### src/rtl/lfg_pkg.sv
package lfg_pkg;

   // fixed widths of the transaction and register fields
   localparam int FIELD_W     = 32;
   localparam int LAG_FIELD_W = 7;
   localparam int OP_W        = 2;
   localparam int CSR_INDEX_W = 2;

   // defaults for the top level parameters
   localparam int DEF_MAX_LAG     = 64;
   localparam int DEF_VALUE_WIDTH = 32;

   // register indexes
   localparam logic [CSR_INDEX_W-1:0] CSR_LAG_A     = 2'd0;
   localparam logic [CSR_INDEX_W-1:0] CSR_LAG_B     = 2'd1;
   localparam logic [CSR_INDEX_W-1:0] CSR_OP_SELECT = 2'd2;
   localparam logic [CSR_INDEX_W-1:0] CSR_MODULUS   = 2'd3;

   // register reset values
   localparam logic [LAG_FIELD_W-1:0] LAG_A_RESET     = 7'd1;
   localparam logic [LAG_FIELD_W-1:0] LAG_B_RESET     = 7'd2;
   localparam logic [FIELD_W-1:0]     MODULUS_RESET   = 32'hFFFF_FFFF;

   // combining operations
   localparam logic [OP_W-1:0] OP_ADD = 2'd0;
   localparam logic [OP_W-1:0] OP_SUB = 2'd1;
   localparam logic [OP_W-1:0] OP_MUL = 2'd2;
   localparam logic [OP_W-1:0] OP_XOR = 2'd3;

   // transaction kinds
   localparam logic KIND_LOAD     = 1'b0;
   localparam logic KIND_GENERATE = 1'b1;

   // modes of the serial modular unit
   typedef enum logic [1:0] {
      MOD_DIV,
      MOD_MUL,
      MOD_ADD,
      MOD_SUB
   } mod_op_type;

   typedef struct packed {
      logic       start;
      mod_op_type op;
   } mod_cmd_type;

   typedef struct packed {
      logic rd_en;
      logic push;
      logic count_seed;
   } ring_ctl_type;

   typedef enum logic [2:0] {
      ST_IDLE,
      ST_READ_B,
      ST_SPLIT,
      ST_RED_A,
      ST_RED_B,
      ST_FINAL,
      ST_DELIVER
   } lfg_state_type;

endpackage

### src/rtl/lfg_ring.sv
module lfg_ring #(
   parameter int MAX_LAG     = 64,
   parameter int VALUE_WIDTH = 32,
   localparam int LAG_W      = $clog2(MAX_LAG + 1)
) (
   input  logic                      clock,
   input  logic                      reset,
   input  lfg_pkg::ring_ctl_type     ctl,
   input  logic [LAG_W-1:0]          rd_lag,
   input  logic [VALUE_WIDTH-1:0]    wr_data,
   output logic [VALUE_WIDTH-1:0]    rd_data,
   output logic [LAG_W-1:0]          seeds_loaded
);
   import lfg_pkg::*;

   localparam int IDX_W = (MAX_LAG > 1) ? $clog2(MAX_LAG) : 1;
   localparam logic [LAG_W:0]   DEPTH_EXT = (LAG_W + 1)'(MAX_LAG);
   localparam logic [IDX_W-1:0] LAST_IDX  = IDX_W'(MAX_LAG - 1);
   localparam logic [LAG_W-1:0] SEED_MAX  = LAG_W'(MAX_LAG);

   logic [VALUE_WIDTH-1:0] mem [MAX_LAG];
   logic [VALUE_WIDTH-1:0] rd_data_ff;
   logic [IDX_W-1:0]       wr_idx_ff;
   logic [IDX_W-1:0]       wr_idx_in;
   logic [LAG_W-1:0]       seeds_ff;
   logic [LAG_W-1:0]       seeds_in;
   logic [LAG_W:0]         wi_ext;
   logic [LAG_W:0]         lag_ext;
   logic [LAG_W:0]         pos_full;
   logic [IDX_W-1:0]       rd_pos;

   // slot lag places behind the write pointer, wrapping around the ring
   always_comb begin
      wi_ext  = (LAG_W + 1)'(wr_idx_ff);
      lag_ext = (LAG_W + 1)'(rd_lag);
      if (wi_ext >= lag_ext) begin
         pos_full = wi_ext - lag_ext;
      end else begin
         pos_full = wi_ext + DEPTH_EXT - lag_ext;
      end
      rd_pos = pos_full[IDX_W-1:0];
   end

   always_comb begin
      wr_idx_in = wr_idx_ff;
      seeds_in  = seeds_ff;
      if (ctl.push) begin
         wr_idx_in = (wr_idx_ff == LAST_IDX) ? '0 : wr_idx_ff + 1'b1;
         if (ctl.count_seed && (seeds_ff != SEED_MAX)) begin
            seeds_in = seeds_ff + 1'b1;
         end
      end
   end

   always_ff @(posedge clock) begin
      if (reset) begin
         wr_idx_ff <= '0;
         seeds_ff  <= '0;
      end else begin
         wr_idx_ff <= wr_idx_in;
         seeds_ff  <= seeds_in;
      end
   end

   always_ff @(posedge clock) begin
      if (ctl.push) begin
         mem[wr_idx_ff] <= wr_data;
      end
      if (ctl.rd_en) begin
         rd_data_ff <= mem[rd_pos];
      end
   end

   assign rd_data      = rd_data_ff;
   assign seeds_loaded = seeds_ff;

endmodule

### src/rtl/lfg_mod_unit.sv
module lfg_mod_unit #(
   parameter int VALUE_WIDTH = 32
) (
   input  logic                   clock,
   input  logic                   reset,
   input  lfg_pkg::mod_cmd_type   cmd,
   input  logic [VALUE_WIDTH-1:0] x_in,
   input  logic [VALUE_WIDTH-1:0] y_in,
   input  logic [VALUE_WIDTH-1:0] m_in,
   output logic                   done,
   output logic [VALUE_WIDTH-1:0] result
);
   import lfg_pkg::*;

   localparam int W     = VALUE_WIDTH;
   localparam int CNT_W = $clog2(W + 1);
   localparam logic [CNT_W-1:0] BIT_COUNT = CNT_W'(W);
   localparam logic [CNT_W-1:0] ONE_STEP  = CNT_W'(1);

   logic             busy_ff;
   logic             done_ff;
   logic             phase_ff;
   mod_op_type       op_ff;
   logic [CNT_W-1:0] cnt_ff;
   logic [W-1:0]     acc_ff;
   logic [W-1:0]     dsr_ff;
   logic [W-1:0]     mcand_ff;

   logic         m_nz;
   logic [W-1:0] a_sel;
   logic [W-1:0] b_sel;
   logic         cin;
   logic [W:0]   sum;
   logic [W:0]   red;
   logic [W:0]   diff;
   logic [W:0]   diff_fix;
   logic [W-1:0] acc_in;
   logic         shift_now;
   logic         last;

   // one add, one compare and subtract per cycle
   always_comb begin
      m_nz  = |m_in;
      a_sel = acc_ff;
      b_sel = acc_ff;
      cin   = 1'b0;
      case (op_ff)
         MOD_DIV: cin = dsr_ff[W-1];
         MOD_MUL: begin
            if (phase_ff) begin
               b_sel = dsr_ff[W-1] ? mcand_ff : '0;
            end
         end
         MOD_ADD: b_sel = mcand_ff;
         default: b_sel = acc_ff;
      endcase
      sum = {1'b0, a_sel} + {1'b0, b_sel} + (W + 1)'(cin);
      if (m_nz && (sum >= {1'b0, m_in})) begin
         red = sum - {1'b0, m_in};
      end else begin
         red = sum;
      end

      // borrow means add the modulus back
      diff = {1'b0, acc_ff} - {1'b0, mcand_ff};
      if (m_nz && diff[W]) begin
         diff_fix = diff + {1'b0, m_in};
      end else begin
         diff_fix = diff;
      end

      acc_in    = (op_ff == MOD_SUB) ? diff_fix[W-1:0] : red[W-1:0];
      shift_now = (op_ff != MOD_MUL) || phase_ff;
      last      = (cnt_ff == ONE_STEP) && shift_now;
   end

   always_ff @(posedge clock) begin
      if (reset) begin
         busy_ff  <= 1'b0;
         done_ff  <= 1'b0;
         phase_ff <= 1'b0;
      end else begin
         done_ff <= 1'b0;
         if (cmd.start) begin
            busy_ff  <= 1'b1;
            phase_ff <= 1'b0;
         end else if (busy_ff) begin
            if (op_ff == MOD_MUL) begin
               phase_ff <= ~phase_ff;
            end
            if (last) begin
               busy_ff <= 1'b0;
               done_ff <= 1'b1;
            end
         end
      end
   end

   always_ff @(posedge clock) begin
      if (cmd.start) begin
         op_ff    <= cmd.op;
         acc_ff   <= ((cmd.op == MOD_ADD) || (cmd.op == MOD_SUB)) ? x_in : '0;
         dsr_ff   <= (cmd.op == MOD_DIV) ? x_in : y_in;
         mcand_ff <= (cmd.op == MOD_MUL) ? x_in : y_in;
         cnt_ff   <= ((cmd.op == MOD_ADD) || (cmd.op == MOD_SUB)) ? ONE_STEP : BIT_COUNT;
      end else if (busy_ff) begin
         acc_ff <= acc_in;
         if (shift_now) begin
            dsr_ff <= {dsr_ff[W-2:0], 1'b0};
            cnt_ff <= cnt_ff - 1'b1;
         end
      end
   end

   assign done   = done_ff;
   assign result = acc_ff;

endmodule

### src/rtl/lagged_fibonacci_generator_unit.sv
// lagged fibonacci generator, one transaction at a time, W = VALUE_WIDTH
// load reduces the seed and appends it; generate reads both lags, reduces each, combines
// and appends (xor: combine, reduce once); too few seeds answers zero with short history
// throughput: a new request is taken the cycle after the result is registered,
// even while that result still waits on the rsp side
// synchronous reset clears control, lags 1 and 2, add, all-ones modulus; ring not cleared
module lagged_fibonacci_generator_unit #(
   parameter int MAX_LAG     = lfg_pkg::DEF_MAX_LAG,
   parameter int VALUE_WIDTH = lfg_pkg::DEF_VALUE_WIDTH
) (
   input  logic                              clock,
   input  logic                              reset,
   // request channel
   input  logic                              req_valid,
   output logic                              req_ready,
   input  logic                              req_kind,
   input  logic [lfg_pkg::FIELD_W-1:0]       req_seed_value,
   // response channel
   output logic                              rsp_valid,
   input  logic                              rsp_ready,
   output logic [lfg_pkg::FIELD_W-1:0]       rsp_value,
   output logic                              rsp_short_history,
   // register write channel
   input  logic                              csr_valid,
   output logic                              csr_ready,
   input  logic [lfg_pkg::CSR_INDEX_W-1:0]   csr_index,
   input  logic [lfg_pkg::FIELD_W-1:0]       csr_data
);
   import lfg_pkg::*;

   localparam int W     = VALUE_WIDTH;
   localparam int LAG_W = $clog2(MAX_LAG + 1);
   localparam int CMP_W = (LAG_W > LAG_FIELD_W) ? LAG_W : LAG_FIELD_W;

   // configuration registers
   logic [LAG_FIELD_W-1:0] lag_a_ff;
   logic [LAG_FIELD_W-1:0] lag_b_ff;
   logic [OP_W-1:0]        op_select_ff;
   logic [FIELD_W-1:0]     modulus_ff;

   // sequencer state and operand holding registers
   lfg_state_type state_ff, state_in;
   logic          kind_ff, kind_in;
   logic [W-1:0]  pa_ff, pa_in;
   logic [W-1:0]  pb_ff, pb_in;
   logic [W-1:0]  ra_ff, ra_in;
   logic [W-1:0]  res_value_ff, res_value_in;
   logic          res_short_ff, res_short_in;

   // output register
   logic               rsp_valid_ff, rsp_valid_in;
   logic [FIELD_W-1:0] rsp_value_ff, rsp_value_in;
   logic               rsp_short_ff, rsp_short_in;

   // between the sequencer, the ring and the modular unit
   ring_ctl_type  ring_ctl;
   logic [LAG_W-1:0] rd_lag;
   logic [W-1:0]     rd_data;
   logic [LAG_W-1:0] seeds_loaded;
   mod_cmd_type      mod_cmd;
   logic [W-1:0]     mod_x;
   logic [W-1:0]     mod_y;
   logic [W-1:0]     mod_m;
   logic             mod_done;
   logic [W-1:0]     mod_result;

   logic [LAG_W-1:0] la;
   logic [LAG_W-1:0] lb;
   logic [LAG_W-1:0] need;
   logic             short_hist;
   mod_op_type       comb_op;

   // zero lag means one, a lag beyond the ring saturates at its depth
   function automatic logic [LAG_W-1:0] clamp_lag(input logic [LAG_FIELD_W-1:0] lag);
      logic [CMP_W-1:0] ext;
      ext = CMP_W'(lag);
      if (ext == '0) begin
         clamp_lag = LAG_W'(1);
      end else if (ext > CMP_W'(MAX_LAG)) begin
         clamp_lag = LAG_W'(MAX_LAG);
      end else begin
         clamp_lag = LAG_W'(ext);
      end
   endfunction

   // register writes are taken whenever out of reset
   assign csr_ready = !reset;

   always_ff @(posedge clock) begin
      if (reset) begin
         lag_a_ff     <= LAG_A_RESET;
         lag_b_ff     <= LAG_B_RESET;
         op_select_ff <= OP_ADD;
         modulus_ff   <= MODULUS_RESET;
      end else if (csr_valid) begin
         unique case (csr_index)
            CSR_LAG_A:     lag_a_ff     <= csr_data[LAG_FIELD_W-1:0];
            CSR_LAG_B:     lag_b_ff     <= csr_data[LAG_FIELD_W-1:0];
            CSR_OP_SELECT: op_select_ff <= csr_data[OP_W-1:0];
            CSR_MODULUS:   modulus_ff   <= csr_data;
         endcase
      end
   end

   // modulus at the internal width; zero means plain wrap-around
   assign mod_m      = W'(modulus_ff);
   assign la         = clamp_lag(lag_a_ff);
   assign lb         = clamp_lag(lag_b_ff);
   assign need       = (la > lb) ? la : lb;
   assign short_hist = seeds_loaded < need;

   always_comb begin
      unique case (op_select_ff)
         OP_ADD:  comb_op = MOD_ADD;
         OP_SUB:  comb_op = MOD_SUB;
         default: comb_op = MOD_MUL;
      endcase
   end

   // history ring of the last MAX_LAG values
   lfg_ring #(
      .MAX_LAG     (MAX_LAG),
      .VALUE_WIDTH (W)
   ) u_ring (
      .clock        (clock),
      .reset        (reset),
      .ctl          (ring_ctl),
      .rd_lag       (rd_lag),
      .wr_data      (mod_result),
      .rd_data      (rd_data),
      .seeds_loaded (seeds_loaded)
   );

   // bit-serial modular reduce / multiply plus modular add and subtract
   lfg_mod_unit #(
      .VALUE_WIDTH (W)
   ) u_mod (
      .clock  (clock),
      .reset  (reset),
      .cmd    (mod_cmd),
      .x_in   (mod_x),
      .y_in   (mod_y),
      .m_in   (mod_m),
      .done   (mod_done),
      .result (mod_result)
   );

   // sequencer: read both lags, reduce the operands, combine, append, deliver (xor: combine, reduce once)
   always_comb begin
      state_in      = state_ff;
      kind_in       = kind_ff;
      pa_in         = pa_ff;
      pb_in         = pb_ff;
      ra_in         = ra_ff;
      res_value_in  = res_value_ff;
      res_short_in  = res_short_ff;
      rsp_valid_in  = rsp_valid_ff && !rsp_ready;
      rsp_value_in  = rsp_value_ff;
      rsp_short_in  = rsp_short_ff;
      ring_ctl      = '0;
      rd_lag        = la;
      mod_cmd.start = 1'b0;
      mod_cmd.op    = MOD_DIV;
      mod_x         = pa_ff;
      mod_y         = mod_result;
      req_ready     = (state_ff == ST_IDLE) && !reset;

      unique case (state_ff)
         ST_IDLE: begin
            if (req_valid) begin
               kind_in = req_kind;
               if (req_kind == KIND_LOAD) begin
                  // seed goes straight into the reduction
                  mod_cmd.start = 1'b1;
                  mod_x         = W'(req_seed_value);
                  state_in      = ST_FINAL;
               end else if (short_hist) begin
                  res_value_in = '0;
                  res_short_in = 1'b1;
                  state_in     = ST_DELIVER;
               end else begin
                  ring_ctl.rd_en = 1'b1;
                  rd_lag         = la;
                  state_in       = ST_READ_B;
               end
            end
         end
         ST_READ_B: begin
            ring_ctl.rd_en = 1'b1;
            rd_lag         = lb;
            pa_in          = rd_data;
            state_in       = ST_SPLIT;
         end
         ST_SPLIT: begin
            mod_cmd.start = 1'b1;
            if (op_select_ff == OP_XOR) begin
               // xor the raw values, reduce once
               mod_x    = pa_ff ^ rd_data;
               state_in = ST_FINAL;
            end else begin
               pb_in    = rd_data;
               mod_x    = pa_ff;
               state_in = ST_RED_A;
            end
         end
         ST_RED_A: begin
            if (mod_done) begin
               ra_in         = mod_result;
               mod_cmd.start = 1'b1;
               mod_x         = pb_ff;
               state_in      = ST_RED_B;
            end
         end
         ST_RED_B: begin
            if (mod_done) begin
               mod_cmd.start = 1'b1;
               mod_cmd.op    = comb_op;
               mod_x         = ra_ff;
               mod_y         = mod_result;
               state_in      = ST_FINAL;
            end
         end
         ST_FINAL: begin
            if (mod_done) begin
               ring_ctl.push       = 1'b1;
               ring_ctl.count_seed = (kind_ff == KIND_LOAD);
               res_value_in        = mod_result;
               res_short_in        = 1'b0;
               state_in            = ST_DELIVER;
            end
         end
         ST_DELIVER: begin
            // wait for the output register to free up
            if (!rsp_valid_ff || rsp_ready) begin
               rsp_valid_in = 1'b1;
               rsp_value_in = FIELD_W'(res_value_ff);
               rsp_short_in = res_short_ff;
               state_in     = ST_IDLE;
            end
         end
         default: state_in = ST_IDLE;
      endcase
   end

   always_ff @(posedge clock) begin
      if (reset) begin
         state_ff     <= ST_IDLE;
         rsp_valid_ff <= 1'b0;
      end else begin
         state_ff     <= state_in;
         rsp_valid_ff <= rsp_valid_in;
      end
   end

   always_ff @(posedge clock) begin
      kind_ff      <= kind_in;
      pa_ff        <= pa_in;
      pb_ff        <= pb_in;
      ra_ff        <= ra_in;
      res_value_ff <= res_value_in;
      res_short_ff <= res_short_in;
      rsp_value_ff <= rsp_value_in;
      rsp_short_ff <= rsp_short_in;
   end

   assign rsp_valid         = rsp_valid_ff;
   assign rsp_value         = rsp_value_ff;
   assign rsp_short_history = rsp_short_ff;

endmodule
### config.mk
export PLATFORM = sky130hd
export DESIGN_NAME = lagged_fibonacci_generator_unit
export DESIGN_NICKNAME = d
export VERILOG_FILES = /design/src/rtl/lfg_pkg.sv /design/src/rtl/lfg_ring.sv /design/src/rtl/lfg_mod_unit.sv /design/src/rtl/lagged_fibonacci_generator_unit.sv
export SDC_FILE = /design/constraint.sdc
export NUM_CORES = 2
export LEC_CHECK = 0
export ABC_CLOCK_PERIOD_IN_PS = 12000
export BUFFER_PORTS_ARGS = -buffer_cell sky130_fd_sc_hd__buf_2
export CAP_MARGIN = 5
export CORE_AREA = 2 2 448 561
export CTS_BUF_LIST = sky130_fd_sc_hd__clkbuf_16
export DETAILED_ROUTE_END_ITERATION = 6
export DIE_AREA = 0 0 450 563
export GPL_TIMING_DRIVEN = 0
export RECOVER_POWER = 50
export SKIP_CTS_REPAIR_TIMING = 1
export SLEW_MARGIN = 10
export SYNTH_ARGS = -nofsm -noshare
export SYNTH_HDL_FRONTEND = slang
export SYNTH_SLANG_ARGS = --single-unit
### constraint.sdc
create_clock -name clock -period 12 [get_ports clock]
set_input_delay 1.2 -clock clock [delete_from_list [all_inputs] [get_ports clock]]
set_output_delay 1.2 -clock clock [all_outputs]
set_load 0.005 [all_outputs]
# After elaboration in Yosys (flattened, before gate mapping)
# Memory sizes are Yosys's and may differ from the RTL's. A register that Yosys moved wholly into a read port is not among the register bits.
# Cells that the tools add are included.
[classes] addsub=11 order_cmp=6 n_eq_ne=28 muxes=73 bitwise=5 reduce_logical=38
[op_table] operator="32-bit 2-to-1 mux" count=22
[op_table] operator="32-bit one-hot mux with 2 select lines" count=2
[op_table] operator="32-bit one-hot mux with 4 select lines" count=1
[op_table] operator="7-bit 2-to-1 mux" count=6
[op_table] operator="6-bit 2-to-1 mux" count=6
[op_table] operator="32-bit by 32-bit adder with 33-bit output" count=1
[op_table] operator="33-bit by 1-bit adder with 33-bit output" count=1
[op_table] operator="33-bit by 32-bit >= comparator with 1-bit output" count=1
[op_table] operator="32-bit by 32-bit subtractor with 33-bit output" count=1
[op_table] operator="32-bit adder" count=1
[op_table] operator="32-bit OR reduction" count=1
[op_table] operator="32-bit subtractor" count=1
[op_table] operator="32-bit bitwise XOR" count=1
[op_table] operator="3-bit 2-to-1 mux" count=9
[op_table] operator="2-bit AND reduction" count=11
[op_table] operator="3-bit one-hot mux with 7 select lines" count=1
[op_table] operator="1-bit 2-to-1 mux" count=19
[op_table] operator="2-bit == test (second input constant)" count=7
[op_table] operator="7-bit > comparator (second input constant)" count=2
[op_table] operator="7-bit logical NOT" count=2
[op_table] operator="6-bit by 1-bit adder with 6-bit output (second input constant)" count=2
[op_table] operator="6-bit subtractor" count=2
[op_table] operator="5-bit AND reduction" count=2
[op_table] operator="3-bit == test (second input constant)" count=3
[op_table] operator="26 further kinds" count=56
[word_totals] register_bits=335 mem_bits_rw=2048 in_bits=72 elab_cells=186 n_memories=1
[memory_table] memory="u_ring.mem" depth=64 width=32 rd=1 rd_clocked_by_memory_dff=1 write_ports=1 line="lfg_ring.sv:21" text="logic [VALUE_WIDTH-1:0] mem [MAX_LAG];"

# Logic depth before layout (Yosys ltp)
[depth] ltp_word=11 depth_mapped=32

# Hierarchy
# From an unflattened synthesis, not the netlist that was laid out.
[unflattened] cells_unflattened=5937 area_unflattened_um2=102109.2
[modules_own_cells] mod="lfg_ring" n_inst=1 cells_per_inst=3676 area_each_um2=80330.8 seq_area_each_um2=62720.2
[modules_own_cells] mod="lfg_mod_unit" n_inst=1 cells_per_inst=1495 area_each_um2=12673.4 seq_area_each_um2=3183.1
[modules_own_cells] mod="lagged_fibonacci_generator_unit" n_inst=1 cells_per_inst=766 area_each_um2=9105.0 seq_area_each_um2=5935.7

# Worst setup path after synthesis
# OpenSTA, ideal clock, no wires.
[synth_path] path_type="flip-flop to flip-flop" startpoint="reg u_mod.op_ff[1]" endpoint="reg u_mod.acc_ff[16], in the netlist u_mod.result[16] (data pin)" t_arrival_ns=5.774 path_slack_ns=5.954 path_stages_with_launch=31 n_path_buf=4 synth_period_minus_slack_ns=6.046 cell_sequence="edfxtp_1 > inv_1 > ha_1 > a31oi_1 > nor2b_1 > clkbuf_1 > clkbuf_1 > a22oi_1 > fa_1 > inv_1 > fa_1 > a211oi_1 > o211ai_1 > nand4_1 > nand2_1 > a21oi_1 > o211a_1 > o21bai_1 > a21oi_1 > xnor2_1 > ha_1 > buf_4 > nand4_2 > or3_1 > nor4_2 > o2111ai_1 > a41oi_2 > buf_6 > mux2_1 > a21oi_1 > o311ai_1"
[synth_via] elab_chain_len=10
[synth_lines] item="start, declared" line="lfg_mod_unit.sv:23" text="mod_op_type op_ff;"
[synth_lines] item="start signal, assigned" line="lfg_mod_unit.sv:101" text="op_ff <= cmd.op;"
[synth_lines] item="2-bit == test / 2-bit by 1-bit == test with 1-bit output (equally long branches)" line="lfg_mod_unit.sv:47" text="case (op_ff)"
[synth_lines] item="32-bit one-hot mux with 2 select lines" line="lfg_mod_unit.sv:47"
[synth_lines] item="32-bit by 32-bit adder with 33-bit output" line="lfg_mod_unit.sv:57" text="sum = {1'b0, a_sel} + {1'b0, b_sel} + (W + 1)'(cin);"
[synth_lines] item="33-bit by 1-bit adder with 33-bit output" line="lfg_mod_unit.sv:57"
[synth_lines] item="33-bit by 32-bit >= comparator with 1-bit output" line="lfg_mod_unit.sv:58" text="if (m_nz && (sum >= {1'b0, m_in})) begin"
[synth_lines] item="1-bit logical AND" line="lfg_mod_unit.sv:58"
[synth_lines] item="32-bit 2-to-1 mux" line="lfg_mod_unit.sv:58"
[synth_lines] item="32-bit 2-to-1 mux (*)" line="lfg_mod_unit.sv:72" text="acc_in = (op_ff == MOD_SUB) ? diff_fix[W-1:0] : red[W-1:0];"
[synth_lines] item="32-bit 2-to-1 mux (*)" line="lfg_mod_unit.sv:106" text="end else if (busy_ff) begin"
[synth_lines] item="32-bit 2-to-1 mux (*)" line="lfg_mod_unit.sv:100" text="if (cmd.start) begin"
[synth_lines] item="end signal, assigned" line="lfg_mod_unit.sv:102" text="acc_ff <= ((cmd.op == MOD_ADD) || (cmd.op == MOD_SUB)) ? x_in : '0;"
[synth_lines] item="end signal, assigned" line="lfg_mod_unit.sv:107" text="acc_ff <= acc_in;"
[synth_lines] item="end, declared" line="lfg_mod_unit.sv:25" text="logic [W-1:0] acc_ff;"
# Mark *: on every way between the ends. The rest lies on a longest branch, timed or not. The select of a mux whose other input is x is not followed.
# A chain may end at the register's enable or synchronous reset.

# Final worst setup path
[layout_path] startpoint="reg u_mod.op_ff[1]" endpoint="reg u_mod.acc_ff[24], in the netlist u_mod.result[24] (data pin)"
# The elaborated chain is that of the path after synthesis.

==> impl_results.md <==
* Yosys top cell by area: edfxtp_1
* Maximum clock frequency at 109 MHz
* Synth Cell Area at 101,000 sq um
* WL met3 at 17.0 mm
* Ys Warns at 0
* Critical path's slowest cell: a2111oi_0
* Cell variety after synth at 85
* Most common cell after layout, fill and taps aside: edfxtp_1
* Setup CP Type: reg -> reg
* Layout area overhead at 14.3%
* Crit path DAT at 9.69 ns
* Ports at 108
* GP Congestion at 0.997
* Syn nets at 5,711
* Max rail drop VDD at 0.165 mV
* Wire per inst at 30.2 um
* End of the worst register-to-register path: u_mod.result[24]
* Vias at 55,000
* Total Power at 31,700 uW
* Status: complete, but fails checks
* Final cycle utilization of the critical path at 0.763
* Final slew viol count at 243
* Fillers at 21,000
* FF+latch count, synth at 2,415
* Avg Cell Area, Syn at 18.5 sq um
* Met2 wire len at 143 mm
* Vias/cell at 5.79
* Core area at 248,000 sq um
* Post-synthesis sequential area ratio at 0.710
* Total die area at 253,000 sq um
* Top cells by area, synth: edfxtp_1, mux4_2, ha_1
* Top FF cell, synth: edfxtp_1
* Hold path endpoint: rsp_value[11]
* HP Class: reg -> reg
* Sw frac at 0.380
* Setup TNS at 0 ns
* Reg2reg path depth at 25
* Hold Crit Start: res_value_ff[11]
* Global-route wire length before repair at 408 mm
* Final ANT Viol Nets at 0
* CP max FO at 10
* CTS Buffer Depth at 4
* Flop pwr share at 0.355
* Fin area at 116,000 sq um
* Startpoint class of the critical path: register
* Worst Skew at 0.0587 ns
* Rows at 205
* DPL Wire Length at 208 mm
* Area share of the largest cell type after synthesis at 0.697
* Worst-path clk slew at 0.07 ns
* M1 WL at 109 mm
* Crit. End Element: register
* Fin util at 0.466
* Pint at 19,600 uW
* Net Switching at 12,000 uW
* TritonCTS clock tree: built
* Worst R2R Setup Slack at 2.85 ns
* Leak at 0.0372 uW
* Critical Path Source: u_mod.op_ff[1]
* Min-Delay Path Depth at 0
* Worst-Margin Slew at 1.66 ns
* Sink Count at 2,415
* Worst-Skew Late Latency at 0.89 ns
* Post-DP Area at 110,000 sq um
* All-Layer GR Usage at 0.224
* Clock Power Share at 0.225
* RSZ-0062 raised after global routing: no
* Number of H-tree levels at 4
* Commonest non-fill, non-tap cells in the layout: edfxtp_1, mux4_2, clkbuf_1, a21oi_1, clkbuf_16
* Initial antenna violation count at 25
* Layout cell share with drive strength beyond 1 at 0.204
* Multi-input gate area at 28,300 sq um
* Failing checks: capacitance limit, slew limit
* Crit Reg-Reg Startpoint: u_mod.op_ff[1]
* Clock Tree Root: clkbuf_16
* Reg area at 71,800 sq um
* Initial Utilization at 0.407
* Drc violations at 0
* Highest metal used: met5
* Fin. Hold Viols at 0
* DRT Pass-1 Iters at 6
* Vias in the first global route at 55,700
* Largest net degree at the start of global routing at 38
* Mapped Cells at 5,480
* Required @ worst endpoint at 12.54 ns
* Combinational cell fraction of total power at 0.421
* IO Port Bufs at 106
* Total of max-cap violations at 10
* Routed WL at 287 mm
* Ys async rst share at 0
* CTS Buf Count at 225
* Slew headroom at -0.114
* Final global-route overflow total at 0
* Min Tclk post-route at 9.15 ns
* Worst stage delay on the critical path at 0.98 ns
* Power Density at 274 nW/um^2
* # setup viols final at 0
* Final net count at 6,228
* Overall die width at 450 um
* Initial DRC Count at 5,802
* EDFF count, synth at 2,347
* Chip Height at 563 um
==> power by group through the flow <==
stage / Sequential [uW] / Combinational (uW) / Clock (uW)
finish: 11200 / 13300 / 7110
global placement: 12800 / 11600 / 0
detailed placement: 11400 / 13900 / 0
floorplan: 11700 / 7900 / 0
CTS: 11200 / 13900 / 7220
global route: 11300 / 14200 / 7520
==> worst max-delay path by stage <==
| stage | slack (ns) | end | cells past startpoint |
|---|---|---|---|
| 6_report | 2.85 | u_mod.result[24] | 25 |
| 5_1_grt | 2.45 | u_mod.result[24] | 25 |
| 4_1_cts | 2.83 | u_mod.result[24] | 25 |
| 3_5_place_dp | 2.88 | u_mod.result[24] | 25 |
| 3_3_place_gp | 1.72 | u_ring.rd_data[28] | 14 |
| 2_1_floorplan | 5.95 | u_mod.result[16] | 30 |
==> worst max-delay path: cells and delay by family (launching register included) <==
kind | cells | cell delay [ns]
AND/OR/NAND/NOR | 5 | 1.60
flip-flops | 1 | 0.43
XOR/XNOR | 1 | 0.30
multiplexers | 1 | 0.28
AO/OA/AOI/OAI | 11 | 3.76
adder cells (fa/ha/maj) | 3 | 0.97
buffers and inverters | 4 | 1.44
==> flip-flops by register name (all words and copies together) (netlist names), 32 cells and up <==
| signal | cells |
|---|---|
| rsp_value | 32 |
| u_ring.mem | 2048 |
| u_ring.rd_data | 32 |
| u_mod.mcand_ff | 32 |
| ra_ff | 32 |
| u_mod.result | 32 |
| mod_m | 32 |
| res_value_ff | 32 |
| u_mod.dsr_ff | 32 |
| pa_ff | 32 |
| pb_ff | 32 |
==> cell usage after synthesis (7+ instances only) <==
cell type	number
a211o_1	11
a211oi_1	53
a21o_1	58
a21oi_1	275
a221oi_1	34
a22o_1	31
a31o_2	8
a31oi_1	11
and2_1	40
and3_1	44
buf_1	64
buf_2	19
clkbuf_1	197
dfxtp_1	68
edfxtp_1	2347
ha_1	153
inv_1	122
mux2i_1	85
mux4_2	640
nand2_1	211
nand2b_1	24
nand3_1	38
nand3b_1	8
nand4_1	16
nor2_1	261
nor2b_1	57
nor3_1	33
nor3b_1	35
nor4_1	13
o211ai_1	50
o21a_1	19
o21ai_0	144
o21ai_1	18
o21bai_1	18
o221ai_1	9
o22a_1	7
o22ai_1	15
o31a_1	7
xnor2_1	79
xor2_1	47
==> cell type report <==
class / count / area share
Clock inverter: 181 / 0.0136
Antenna cell: 7 / 0.000152
Timing Repair Buffer: 290 / 0.0215
Buffer: 284 / 0.00964
Inverter: 124 / 0.00403
Clock buffer: 226 / 0.0489
Multi-Input combinational cell: 2657 / 0.245
Sequential cell: 2415 / 0.621
Tap cell: 3312 / 0.0358
==> metal layers <==
| layer | track usage | vias to the layer above |
|---|---|---|
| li1 | - | 23400 |
| met2 | 0.384 | 2104 |
| met4 | 0.116 | 2 |
| met5 | 0 | - |
| met3 | 0.0264 | 535 |
| met1 | 0.281 | 28900 |
==> through the flow <==
step	cells	hold slack, ns	setup WS (ns)
floorplan	5480	0.400	5.95
global placement	8898	0.406	1.72
detailed placement	9082	0.405	2.88
CTS	9489	0.420	2.83
global route	9490	0.425	2.45
finish	9496	0.418	2.85
==> cell families after synthesis <==
| group | after synthesis | synth area share |
|---|---|---|
| compound gates | 834 | 0.0536 |
| xor+xnor | 126 | 0.0109 |
| fa+ha+maj | 159 | 0.0201 |
| buf+inv | 408 | 0.0156 |
| flops | 2415 | 0.710 |
| mux | 728 | 0.151 |
| simple gates | 810 | 0.0386 |
Note: power is estimated with default switching activity, not from simulation.
